$ cat config.mk
export PLATFORM = sky130hd
export DESIGN_NAME = nsp_isqrt
export DESIGN_NICKNAME = d
export VERILOG_FILES = /design/src/nsp_pkg.sv /design/src/nsp_isqrt.sv
export SDC_FILE = /design/constraint.sdc
export NUM_CORES = 1
export LEC_CHECK = 0
export ABC_AREA = 1
export BUFFER_PORTS_ARGS = -buffer_cell sky130_fd_sc_hd__buf_4
export CORE_MARGIN = 5
export CORE_UTILIZATION = 50
export CTS_CLUSTER_SIZE = 30
export DETAILED_ROUTE_END_ITERATION = 16
export MAX_ROUTING_LAYER = met4
export PLACE_DENSITY = 0.7
export SYNTH_ARGS = -nofsm -noshare
export SYNTH_HDL_FRONTEND = slang
export SYNTH_SLANG_ARGS = --single-unit
$ cat constraint.sdc
create_clock -name clk_i -period 7.25 [get_ports clk_i]
set_input_delay 1.0875 -clock clk_i [delete_from_list [all_inputs] [get_ports clk_i]]
set_output_delay 1.0875 -clock clk_i [all_outputs]
set_load 0.02 [all_outputs]
$ cat src/nsp_pkg.sv
// Shared types and constants for the nearest segment pick/delete block.
// No dependencies; imported by every module under src.
package nsp_pkg;

  localparam int unsigned TABLE_DEPTH = 256;
  localparam int unsigned IDX_W       = $clog2(TABLE_DEPTH);
  localparam int unsigned CNT_W       = IDX_W + 1;
  localparam int unsigned COORD_W     = 10;
  localparam int unsigned ENTRY_W     = 4 * COORD_W;
  localparam int unsigned SQ_W        = 2 * COORD_W + 1;   // dx^2 + dy^2
  localparam int unsigned FRAC_SH     = 16;                // Q.8 squared
  localparam int unsigned ROOT_W      = COORD_W + 9;       // Q.8 length
  localparam int unsigned RAD_W       = 2 * ROOT_W;
  localparam int unsigned ROOT_CNT_W  = $clog2(ROOT_W + 1);
  localparam int unsigned DIFF_W      = ROOT_W + 1;
  localparam int unsigned PCT         = 25600;             // 100.0 in Q.8
  localparam int unsigned PCT_W       = 15;
  localparam int unsigned NUM_W       = DIFF_W + PCT_W;
  localparam int unsigned NUM_CNT_W   = $clog2(NUM_W + 1);
  localparam int unsigned ERR_W       = 22;
  localparam int unsigned ERR_LIMIT   = 2560000;           // 10000.0 in Q.8
  localparam int unsigned BOX_GROW    = 2;

  typedef enum logic [1:0] {
    OP_APPEND   = 2'd0,
    OP_PICK     = 2'd1,
    OP_PICK_DEL = 2'd2,
    OP_CLEAR    = 2'd3
  } nsp_op_e;

  typedef enum logic [1:0] {
    ST_OK   = 2'd0,
    ST_FULL = 2'd1,
    ST_NONE = 2'd2
  } nsp_status_e;

  typedef struct packed {
    logic [1:0]         opcode;
    logic [COORD_W-1:0] seg_start_x;
    logic [COORD_W-1:0] seg_start_y;
    logic [COORD_W-1:0] seg_end_x;
    logic [COORD_W-1:0] seg_end_y;
    logic [COORD_W-1:0] point_x;
    logic [COORD_W-1:0] point_y;
  } nsp_cmd_t;

  typedef struct packed {
    logic [1:0]       status;
    logic [IDX_W-1:0] picked_index;
    logic [ERR_W-1:0] pick_error;
    logic [CNT_W-1:0] segment_count;
  } nsp_res_t;

endpackage

$ cat src/nsp_isqrt.sv
// Bit-serial integer square root, one root bit per cycle.
// Depends on nsp_pkg.
module nsp_isqrt import nsp_pkg::*; (
  input  logic              clk_i,
  input  logic              rst_ni,
  input  logic              start_i,
  input  logic [RAD_W-1:0]  rad_i,
  output logic              done_o,
  output logic [ROOT_W-1:0] root_o
);

  logic [RAD_W-1:0]      rad_q;
  logic [ROOT_W+1:0]     rem_q;
  logic [ROOT_W-1:0]     root_q;
  logic [ROOT_CNT_W-1:0] cnt_q;
  logic                  busy_q, done_q;

  logic [ROOT_W+3:0] rem_n, trial, rem_sub;
  logic              ge;

  assign rem_n   = {rem_q, rad_q[RAD_W-1 -: 2]};
  assign trial   = (ROOT_W+4)'({root_q, 2'b01});
  assign ge      = (rem_n >= trial);
  assign rem_sub = rem_n - trial;

  always_ff @(posedge clk_i or negedge rst_ni) begin
    if (!rst_ni) begin
      busy_q <= 1'b0;
      done_q <= 1'b0;
      cnt_q  <= '0;
    end else begin
      done_q <= 1'b0;
      if (start_i) begin
        busy_q <= 1'b1;
        cnt_q  <= ROOT_CNT_W'(ROOT_W);
      end else if (busy_q) begin
        cnt_q <= cnt_q - 1'b1;
        if (cnt_q == ROOT_CNT_W'(1)) begin
          busy_q <= 1'b0;
          done_q <= 1'b1;
        end
      end
    end
  end

  always_ff @(posedge clk_i) begin
    if (start_i) begin
      rad_q  <= rad_i;
      rem_q  <= '0;
      root_q <= '0;
    end else if (busy_q) begin
      rad_q  <= {rad_q[RAD_W-3:0], 2'b00};
      rem_q  <= ge ? rem_sub[ROOT_W+1:0] : rem_n[ROOT_W+1:0];
      root_q <= {root_q[ROOT_W-2:0], ge};
    end
  end

  assign done_o = done_q;
  assign root_o = root_q;

endmodule

==> impl_metrics.env <==
export IMPL_rsz0062_at_grt="no"
export IMPL_die_width_um=111
export IMPL_ys_ff_latch=85
export IMPL_dp_cells=887
export IMPL_worstPathArrival_ns=3.42
export IMPL_area_delta_synth_final_pct=13.4
export IMPL_syn_cell_area_um2=5110
export IMPL_path_cells="clkinv_1 -> nor2_2 -> clkinv_1 -> o22ai_1"
export IMPL_cts_resized=0
export IMPL_fin_crit_ns=3.15
export IMPL_cts_htree_levels=3
export IMPL_slew_viol_final=0
export IMPL_antenna_found_initial=0
export IMPL_cts_sinks=85
export IMPL_drtAntennaViolNets=0
export IMPL_path_common_cell="clkinv_1"
export IMPL_rows=36
export IMPL_hpwl_um=9190
export IMPL_drt_iter0_drc=327
export IMPL_cts_tree="done"
export IMPL_crit_fanout=29
export IMPL_synth_cells=713
export IMPL_holdCritPathClass="register to register"
export IMPL_p_comb_share_pct=57.4
export IMPL_period_share_pct=43.5
export IMPL_syn_area_per_cell_um2=7.16
export IMPL_yosysUniqueCellTypes=38
export IMPL_worst_setup_path_start_kind="register"
export IMPL_io_pins=61
export IMPL_internal_power_mw=1.18
export IMPL_crit_type="register to register"
export IMPL_fin_ws_ns=4.10
export IMPL_grt_start_max_net_pins=57
export IMPL_finalPower_mw=2.24
export IMPL_grt_overflow=0
export IMPL_synth_commonest_cells="nand2_1, inv_1, nor2_1, dfxtp_1, edfxtp_1"
export IMPL_synth_edf_count=38
export IMPL_p_seq_share_pct=27.9
export IMPL_yosysTopAreaCell="edfxtp_1"
export IMPL_critPathTopFamily="buffers and inverters"
export IMPL_ir_worst_vdd_mv=0.254
export IMPL_tightest_slew_ns=1.12
export IMPL_switchingPower_mw=1.06
export IMPL_fp_coreArea_um2=9860
export IMPL_start_util_pct=51.8
export IMPL_required_ns=7.51
export IMPL_drive_gt1_share_pct=13.0
export IMPL_critPathMaxStageDelay_ns=0.96
export IMPL_p_per_area_nw_per_um2=387
export IMPL_yosys_top_cells_area="edfxtp_1, nand2_1, dfxtp_1, inv_1, ha_1"
export IMPL_diodes=0
export IMPL_die_h_um=111
export IMPL_clk_pin_slew_ns=0.08
export IMPL_setup_viol=0
export IMPL_track_usage_pct=20.3
export IMPL_vias_per_cell=5.08
export IMPL_ctsRootBufferMaster="clkbuf_8"
export IMPL_slew_headroom_pct=25.3
export IMPL_wire_per_inst_um=13.3
export IMPL_tns_ns=0
export IMPL_post_cts_repair_setup_buffers=0
export IMPL_synth_warnings=0
export IMPL_grt_pass1_wl_um=20100
export IMPL_finalNonFillerCells=903
export IMPL_finalNetCount=829
export IMPL_synth_top_area_share_pct=22.3
export IMPL_grt_pass1_vias=4273
export IMPL_port_buffers=60
export IMPL_cts_buffer_depth=2
export IMPL_fp_dieArea_um2=12300
export IMPL_dpl_cell_area_um2=5590
export IMPL_synthesis_nets=777
export IMPL_crit_path_end_kind="register"
export IMPL_wl_um=12000
export IMPL_cts_made_buffers=9
export IMPL_firstDrtPassIters=5
export IMPL_swShare_pct=47.4
export IMPL_vias=4589
export IMPL_async_flop_share_pct=8.24
export IMPL_yosysMostFrequentCell="nand2_1"
export IMPL_fin_skew_ns=0.0151
export IMPL_postCtsHoldBufs=0
export IMPL_final_area_um2=5790
export IMPL_route_detailed_drc=0
export IMPL_synth_flop_cell="dfxtp_1"
export IMPL_clkLatencyLatePin_ns=0.36
export IMPL_dp_slack_ns=4.15
export IMPL_static_leakage_power_nw=3.02
export IMPL_yosysSeqAreaShare_pct=41.5
export IMPL_crit_buf_inv=2
export IMPL_place_gp_congestion=0.929
export IMPL_fmax_mhz=317
export IMPL_hold_viol=0
export IMPL_pwr_share_clk_pct=14.7
export IMPL_cap_violations=0
export IMPL_status="finished, final reports clean"
export IMPL_crit_slowest_cell="dfrtp_1"
layout by cell type (no fill, tap or decap), types with 20 or more instances in the layout:
cell      netlist  layout
inv_1          94      94
a21oi_1        20      20
buf_4           1      60
nor2_1         52      52
edfxtp_1       38      38
nand4_1        21      21
nand3_1        33      33
dfxtp_1        40      40
ha_1           23      23
nand2_1       288     288
power groups by stage:
stage	logic, mW	clock network, mW	registers [mW]
after floorplan	1.00	0	0.625
after global placement	1.25	0	0.636
after detailed placement	1.27	0	0.636
after CTS	1.28	0.343	0.626
after global routing	1.47	0.361	0.634
final	1.29	0.329	0.626
through the flow:
step                      utilization [%]  hold slack [ns]
after floorplan                         -            0.446
after detailed placement             56.7            0.474
after global routing                 58.7            0.498
after CTS                            58.7            0.486
after global placement               56.7            0.476
final                                58.7            0.493
worst register-to-register path: stages, from the launching register on:
cell      delay, ns
dfrtp_1        0.96
clkinv_1       0.74
nor2_2         0.48
clkinv_1       0.58
o22ai_1        0.30
registers in the layout (all words and copies together), names as in the netlist:
register  count
cnt_q         5
rem_q        21
done_o        1
rad_q        38
root_o       19
busy_q        1
metal layers:
metal / vias up / global-route usage, % / wire length (µm)
met2: 132 / 30.2 / 5370
met3: 13 / 4.20 / 729
met4: 0 / 5.68 / 145
met5: - / - / 0
met1: 2074 / 28.3 / 5730
li1: 2370 / - / -
cells by family (layout without fill, tap and decap cells):
kind of cell	count (synthesis)	after routing	synth area share, %
AO/OA/AOI/OAI	51	51	5.78
adder cells (fa/ha/maj)	23	23	5.63
buffers and inverters	117	174	9.82
XOR/XNOR	7	7	1.20
AND/OR/NAND/NOR	430	430	36.1
flip-flops	85	85	41.5
path summary, 6_finish.rpt:
kind                       startpoint  depth (start not counted)          to  slack [ns]
min                          rem_q[3]                          2    rem_q[3]        0.49
max in group asynchronous      rst_ni                          1    cnt_q[2]        6.60
min in group asynchronous      rst_ni                          1    cnt_q[0]        0.52
min reg2reg                  rem_q[3]                          2    rem_q[3]        0.49
max                            busy_q                          4  root_o[12]        4.10
max reg2reg                    busy_q                          4  root_o[12]        4.10
cell type report:
type,count,area [µm²]
Timing Repair Buffer,60,450
Inverter,98,368
Sequential cell,85,2120
Fill cell,908,4070
Clock inverter,5,30.0
Multi-Input combinational cell,511,2490
Clock buffer,11,174
Tap cell,133,166
Note: power is estimated with default switching activity, not from simulation.
