[src/nsp_pkg.sv]
// Shared types and constants for the nearest segment pick/delete block.
// No dependencies; imported by every module under src.
package nsp_pkg;

  localparam int unsigned TABLE_DEPTH = 256;
  localparam int unsigned IDX_W       = $clog2(TABLE_DEPTH);
  localparam int unsigned CNT_W       = IDX_W + 1;
  localparam int unsigned COORD_W     = 10;
  localparam int unsigned ENTRY_W     = 4 * COORD_W;
  localparam int unsigned SQ_W        = 2 * COORD_W + 1;   // dx^2 + dy^2
  localparam int unsigned FRAC_SH     = 16;                // Q.8 squared
  localparam int unsigned ROOT_W      = COORD_W + 9;       // Q.8 length
  localparam int unsigned RAD_W       = 2 * ROOT_W;
  localparam int unsigned ROOT_CNT_W  = $clog2(ROOT_W + 1);
  localparam int unsigned DIFF_W      = ROOT_W + 1;
  localparam int unsigned PCT         = 25600;             // 100.0 in Q.8
  localparam int unsigned PCT_W       = 15;
  localparam int unsigned NUM_W       = DIFF_W + PCT_W;
  localparam int unsigned NUM_CNT_W   = $clog2(NUM_W + 1);
  localparam int unsigned ERR_W       = 22;
  localparam int unsigned ERR_LIMIT   = 2560000;           // 10000.0 in Q.8
  localparam int unsigned BOX_GROW    = 2;

  typedef enum logic [1:0] {
    OP_APPEND   = 2'd0,
    OP_PICK     = 2'd1,
    OP_PICK_DEL = 2'd2,
    OP_CLEAR    = 2'd3
  } nsp_op_e;

  typedef enum logic [1:0] {
    ST_OK   = 2'd0,
    ST_FULL = 2'd1,
    ST_NONE = 2'd2
  } nsp_status_e;

  typedef struct packed {
    logic [1:0]         opcode;
    logic [COORD_W-1:0] seg_start_x;
    logic [COORD_W-1:0] seg_start_y;
    logic [COORD_W-1:0] seg_end_x;
    logic [COORD_W-1:0] seg_end_y;
    logic [COORD_W-1:0] point_x;
    logic [COORD_W-1:0] point_y;
  } nsp_cmd_t;

  typedef struct packed {
    logic [1:0]       status;
    logic [IDX_W-1:0] picked_index;
    logic [ERR_W-1:0] pick_error;
    logic [CNT_W-1:0] segment_count;
  } nsp_res_t;

endpackage

[src/nsp_div.sv]
// Bit-serial restoring divider, one quotient bit per cycle.
// Depends on nsp_pkg.
module nsp_div import nsp_pkg::*; (
  input  logic              clk_i,
  input  logic              rst_ni,
  input  logic              start_i,
  input  logic [NUM_W-1:0]  num_i,
  input  logic [ROOT_W-1:0] den_i,
  output logic              done_o,
  output logic [NUM_W-1:0]  quot_o
);

  logic [NUM_W-1:0]     num_q;
  logic [ROOT_W-1:0]    rem_q, den_q;
  logic [NUM_CNT_W-1:0] cnt_q;
  logic                 busy_q, done_q;

  logic [ROOT_W:0] rem_n, rem_sub;
  logic            ge;

  assign rem_n   = {rem_q, num_q[NUM_W-1]};
  assign ge      = (rem_n >= {1'b0, den_q});
  assign rem_sub = rem_n - {1'b0, den_q};

  always_ff @(posedge clk_i or negedge rst_ni) begin
    if (!rst_ni) begin
      busy_q <= 1'b0;
      done_q <= 1'b0;
      cnt_q  <= '0;
    end else begin
      done_q <= 1'b0;
      if (start_i) begin
        busy_q <= 1'b1;
        cnt_q  <= NUM_CNT_W'(NUM_W);
      end else if (busy_q) begin
        cnt_q <= cnt_q - 1'b1;
        if (cnt_q == NUM_CNT_W'(1)) begin
          busy_q <= 1'b0;
          done_q <= 1'b1;
        end
      end
    end
  end

  always_ff @(posedge clk_i) begin
    if (start_i) begin
      num_q <= num_i;
      den_q <= den_i;
      rem_q <= '0;
    end else if (busy_q) begin
      num_q <= {num_q[NUM_W-2:0], ge};
      rem_q <= ge ? rem_sub[ROOT_W-1:0] : rem_n[ROOT_W-1:0];
    end
  end

  assign done_o = done_q;
  assign quot_o = num_q;

endmodule

[config.mk]
export PLATFORM = sky130hd
export DESIGN_NAME = nsp_div
export DESIGN_NICKNAME = d
export VERILOG_FILES = /design/src/nsp_pkg.sv /design/src/nsp_div.sv
export SDC_FILE = /design/constraint.sdc
export NUM_CORES = 1
export LEC_CHECK = 0
export ABC_AREA = 1
export BUFFER_PORTS_ARGS = -buffer_cell sky130_fd_sc_hd__buf_2
export CORE_MARGIN = 2
export CORE_UTILIZATION = 35
export CTS_BUF_LIST = sky130_fd_sc_hd__clkbuf_4 sky130_fd_sc_hd__clkbuf_8
export DETAILED_ROUTE_END_ITERATION = 7
export PLACE_DENSITY_LB_ADDON = 0.1
export SYNTH_ARGS = -nofsm -noshare
export SYNTH_HDL_FRONTEND = slang
export SYNTH_SLANG_ARGS = --single-unit
export TNS_END_PERCENT = 20
[constraint.sdc]
create_clock -name clk_i -period 2.05 [get_ports clk_i]
set_clock_uncertainty 0.1 [all_clocks]
set_input_delay 0.41 -clock clk_i [delete_from_list [all_inputs] [get_ports clk_i]]
set_output_delay 0.41 -clock clk_i [all_outputs]
set_load 0.02 [all_outputs]
==> results.yml, run 1 <==
drt:
  drt_iter0_markers: 190
  drt-vias-per-instance: 4.563
  route.detailed.drc: 0
  ant_nets: 0
  via_count: 4198
  routed_wirelength_um: 12090
  avgRoutedWirePerCell_um: 13.14
  first_pass_iters: 4
clocking:
  clock-root-buffer: "clkbuf_8"
  cts_buffer_depth: 2
  cts.sinks: 81
  htreeDepth: 3
  clock_latency_ns: 0.38
  cts_tree: "yes"
  path_clk_slew_ns: 0.09
  cts_buffers: 9
place:
  dp_hpwl_um: 8518
  portBuffers: 92
  dp.cells: 896
  place_congestion: 0.8421
  post_dp_cell_area_mm2: 0.005512
sta:
  maxSlewViolCount: 0
  rsz0062_at_grt: "true"
  setup_viol: 1
  slew_headroom_pct: 80.04
  period_minus_slack_ns: 2.050
  fin_ws_ns: -0.00007971
  fin_setup_tns_ns: -0.00007971
  post-route-period-util_pct: 100.0
  hold_viol_final: 0
  whs_ns: 0.09590
  tightest_slew_ns: 0.2971
  clock.fmax_mhz: 487.8
die:
  start_util_pct: 35.67
  fp.dieArea_mm2: 0.01433
  rows: 42
  die_width_um: 119.7
  die_y_um: 119.7
  io_pins: 93
  core_area_mm2: 0.01314
yosys:
  syn_inst: 616
  synth_area_mm2: 0.004686
  synth.distinct_cells: 32
  ys_seq_area_share_pct: 47.00
  syn_nets: 695
  ys_seq_elements: 81
  yosysWarnings: 0
  avgSynthCellArea_um2: 7.607
layout:
  final_area_mm2: 0.006090
  syn2layout_area_growth_pct: 29.96
  fin_nets: 818
  diodes: 0
  layout-drive-gt1-share_pct: 26.08
  instances_no_fill: 920
worst_setup_path:
  critical-path-slowest-cell: "edfxtp_1"
  max_stage_delay_ns: 0.42
  critPathLaunchType: "flip-flop"
  critical_path_class: "flip-flop to flip-flop"
  cp_common_cell: "nand2_1"
  required_ns: 2.29
  crit_chain: "ha_4, fa_2, inv_2, nand3_2, nand2_2, nand2_2, nand3_4, nand2_8, buf_8, nand3_1, nand2_1, inv_1, nand2_1, nand2_1"
  crit_path_end_kind: "flip-flop"
  worstPathMaxFanout: 6
  crit_arrival_ns: 2.29
grt:
  grt.overflow.total: 0
  grt_max_degree: 28
  grt_pass1_vias: 4141
  antenna_found_initial: 0
  grt_usage_pct: 17.28
  grt_pass1_wl_um: 19430
power_and_ir_drop:
  power_density_mw_per_mm2: 1075
  power_uw: 6544
  max-vdd-ir-drop_mv: 0.3939
  p_leak_uw: 0.003119
run:
  drv_cap: 0
min_path:
  hold_class: "primary input to flip-flop"
status:
  status: "finished with violations"
  failed_checks: "setup timing"
-- report_power, final --
part | internal [µW] | leakage (µW) | total (µW) | switching, µW
clock network | 733 | 0.000111 | 1380 | 645
logic | 1250 | 0.00219 | 2970 | 1720
registers | 2010 | 0.000822 | 2200 | 185
-- worst paths after layout --
path / from / end / slack (ns) / cells after the start
setup / recovery: den_q[0] / rem_q[18] / -0.00008 / 14
min in group asynchronous: rst_ni / cnt_q[5] / 0.29 / 2
setup reg to reg: den_q[0] / rem_q[18] / -0.00008 / 14
hold / removal: den_i[6] / den_q[6] / 0.1 / 1
hold reg to reg: rem_q[18] / rem_q[18] / 0.36 / 2
max in group asynchronous: rst_ni / cnt_q[4] / 1.38 / 2
-- layer usage --
layer  up-vias  global-route usage [%]  part of all wire, %
met3        15                   4.610                  4.9
met4         0                   6.618                  1.8
met1      1916                   22.18                   47
met5         -                       0                    0
met2        85                   27.86                   46
li1       2182                       -                    -
-- worst max-delay path: cells and delay by family (launching register included) --
family,cells,cell delay (ns)
adders and majority gates,2,0.52
and+or+nand+nor,9,0.66
DFF,1,0.42
buffers and inverters,3,0.28
-- flip-flops by register name, summed over array words and instances, names as in the netlist --
signal and cells:
cnt_q 6, busy_q 1, done_o 1, den_q 19, rem_q 19, quot_o 35
-- final cells by class --
class | instances | area (µm²)
Sequential cell | 81 | 2202
Fill cell | 1389 | 7048
Inverter | 93 | 350.3
Multi-Input combinational cell | 427 | 2302
Timing Repair Buffer | 127 | 792.0
Clock buffer | 12 | 146.4
Tap cell | 176 | 220.2
Clock inverter | 4 | 76.32
-- cells in the final DEF (no fill, tap or decap), types with 9 or more instances in the layout --
cell      count
o21ai_0      11
a21oi_1      14
nand2_2      13
nand3b_1     12
buf_2        92
nand3_1      39
ha_4         11
nand2_1     252
clkbuf_8      9
nor2_1       23
dfxtp_1      19
edfxtp_1     54
buf_4        27
inv_1        87
-- timing repair --
item,in CTS,in global routing
hold endpoints to repair,8,0
buffers inserted,3,0
endpoints found under the setup margin,20,20
hold buffers,1,0
pin swaps,6,5
resized for setup,17,37
gates cloned,3,1
-- synthesized netlist by cell type (all sizes together) --
library cell	instances	area (µm²)
inv	92	345.3
dfxtp	19	380.4
ha	21	262.8
dfrtp	8	200.2
clkbuf	7	26.28
xor2	3	26.28
nor2	30	122.6
nor3	7	35.03
fa	1	20.02
clkinv	1	3.750
nand3b	12	90.09
a21oi	16	80.08
edfxtp	54	1622
a31oi	1	6.260
nand3	44	235.2
o21ai	17	85.08
nand4	1	6.260
a22oi	1	7.510
buf	9	65.05
nand2	267	1022
xnor2	5	43.79
-- metrics by stage --
| step | setup WS (ns) | util [%] |
|---|---|---|
| floorplan | -0.02313 | - |
| global placement | -0.02559 | 41.95 |
| detailed placement | -0.07945 | 41.95 |
| CTS | 0.002824 | 44.86 |
| global route | -0.1230 | 46.35 |
| finish | -0.00007971 | 46.35 |
-- logic make-up (layout without fill, tap and decap cells) --
family                   after synthesis  after routing  share of synthesized area (%)
adder cells (fa/ha/maj)               22             22                          6.035
flip-flops                            81             81                          47.00
AO/OA/AOI/OAI                         35             35                          3.819
buffers and inverters                109            236                          9.399
XOR/XNOR                               8              8                          1.495
AND/OR/NAND/NOR                      361            362                          32.26
Power figures use the tool's default switching activity.
==> inputs of run 2 (changes only) <==
--- a/config.mk
+++ b/config.mk
@@ -12,6 +12,7 @@
 export CTS_BUF_LIST = sky130_fd_sc_hd__clkbuf_4 sky130_fd_sc_hd__clkbuf_8
 export DETAILED_ROUTE_END_ITERATION = 7
 export PLACE_DENSITY_LB_ADDON = 0.1
+export SETUP_SLACK_MARGIN = 0.02
 export SYNTH_ARGS = -nofsm -noshare
 export SYNTH_HDL_FRONTEND = slang
 export SYNTH_SLANG_ARGS = --single-unit
==> run 2 against run 1 <==
Effect of this change: the run now ends clean; global-route usage about the same; core utilization is 0.55 points lower; critical path depth is the same; fmax grew 0.24%.
==> results.yml, run 2 (synthesis gave the netlist of run 1 again) <==
worst_setup_path:
  r2r-end: "rem_q[18]"
  required_ns: 2.29
  crit_start: "den_q[0]"
  critPathLaunchType: "flip-flop"
  regToRegStartpoint: "den_q[0]"
  crit_arrival_ns: 2.28
  critical_path_class: "flip-flop to flip-flop"
  crit_path_end_kind: "flip-flop"
  worstPathMaxFanout: 6
  r2r_setup_slack_ns: 0.005
  crit_path_end: "rem_q[18]"
  r2r_cells: 14
sta:
  hold_viol_final: 0
  rsz0062_at_grt: "true"
  slew_headroom_pct: 80.00
  setup_viol: 0
  fin_ws_ns: 0.004746
  tightest_slew_ns: 0.2978
  clock.fmax_mhz: 488.9
  period_minus_slack_ns: 2.045
  post-route-period-util_pct: 99.77
  maxSlewViolCount: 0
clocking:
  clock_latency_ns: 0.38
  cts.sinks: 81
  path_clk_slew_ns: 0.09
  clock-root-buffer: "clkbuf_8"
  cts_buffers: 9
  cts_tree: "yes"
  htreeDepth: 3
  cts_buffer_depth: 2
grt:
  grt_pass1_wl_um: 19430
  grt_usage_pct: 17.27
  grt_pass1_vias: 4141
  antenna_found_initial: 0
  grt_max_degree: 28
  grt.overflow.total: 0
power_and_ir_drop:
  p_leak_uw: 0.003114
  power_density_mw_per_mm2: 1067
  max-vdd-ir-drop_mv: 0.3940
status:
  status: "completed"
min_path:
  hold_class: "primary input to flip-flop"
  min_path_cells: 1
layout:
  layout-drive-gt1-share_pct: 25.03
  multi_input_area_mm2: 0.002245
  largest_reg_flops: 35
  diodes: 0
  regArea_mm2: 0.002202
  layout_common_cells: "254 x nand2_1, 92 x buf_2, 87 x inv_1"
  utilization_pct: 45.80
  fin_nets: 817
  n_fill_cell: 1400
  final_area_mm2: 0.006017
  syn2layout_area_growth_pct: 28.41
  layout_commonest_cell: "nand2_1"
die:
  rows: 42
  fp.dieArea_mm2: 0.01433
  core_area_mm2: 0.01314
  die_width_um: 119.7
  start_util_pct: 35.67
  io_pins: 93
  die_y_um: 119.7
drt:
  route.detailed.drc: 0
  drt-vias-per-instance: 4.550
  ant_nets: 0
  avgRoutedWirePerCell_um: 13.10
  drt_iter0_markers: 181
  via_count: 4181
  first_pass_iters: 4
  routed_wirelength_um: 12040
place:
  portBuffers: 92
  dp_hpwl_um: 8518
  pre_cts_ws_ns: -0.07945
  place_congestion: 0.8421
  post_dp_cell_area_mm2: 0.005512
run:
  drv_cap: 0
[run 2: final cells by class]
type | instances | area share [%]
clock buffer | 12 | 2.433
timing repair buffer | 126 | 12.91
multi-input combinational | 427 | 37.31
clock inverter | 4 | 1.268
sequential | 81 | 36.60
inverter | 93 | 5.822
tap | 176 | 3.660
[run 2: critical path, cell delays in order, from the launching register on]
cell and delay (ns):
edfxtp_1 0.42, ha_4 0.18, fa_2 0.34, inv_2 0.06, nand3_2 0.07, nand2_2 0.11
nand2_2 0.08, nand3_4 0.09, nand2_8 0.12, buf_8 0.17, nand3_1 0.07, nand2_1 0.05
inv_1 0.05, nand2_1 0.04, nand2_1 0.04
[run 2: where the power goes]
part | switching (µW) | internal [µW]
Sequential | 174 | 2010
Clock | 643 | 733
Combinational | 1680 | 1180
Total | 2500 | 3920
[run 2: how the worst min path moves through the flow]
stage                  start        to  slack [ns]
floorplan             rst_ni    busy_q        0.01
global placement      rst_ni    busy_q        0.16
detailed placement    rst_ni  cnt_q[2]        0.17
CTS                 den_i[6]  den_q[6]        0.08
global route        den_i[6]  den_q[6]        0.07
finish              den_i[9]  den_q[9]         0.1
[run 2: routing by layer]
| metal | GRT usage, % | vias to the layer above | routed length [µm] |
|---|---|---|---|
| met5 | 0 | - | 0 |
| met4 | 6.618 | 0 | 226 |
| met3 | 4.610 | 15 | 571 |
| met2 | 27.86 | 83 | 5519 |
| met1 | 22.15 | 1910 | 5718 |
| li1 | - | 2173 | - |
[run 2: through the flow]
| step | hold WS (ns) | power, µW | std cells | setup TNS [ns] |
|---|---|---|---|---|
| 6_report | 0.09703 | 6419 | 919 | 0 |
| 5_1_grt | 0.07277 | 6912 | 919 | -2.185 |
| 4_1_cts | 0.07582 | 6297 | 919 | 0 |
| 3_5_place_dp | 0.1698 | 4766 | 896 | -0.7154 |
| 3_3_place_gp | 0.1606 | 4757 | 896 | -0.1658 |
| 2_1_floorplan | 0.01441 | 4054 | 616 | -0.1371 |
[run 2: what timing repair did]
item	4_1_cts	5_1_grt
hold buffers	1	0
cloned	3	0
gates resized for setup	19	22
hold endpoints to repair	8	0
pin swaps	7	2
setup buffers	3	0
endpoints found under the setup margin	20	20
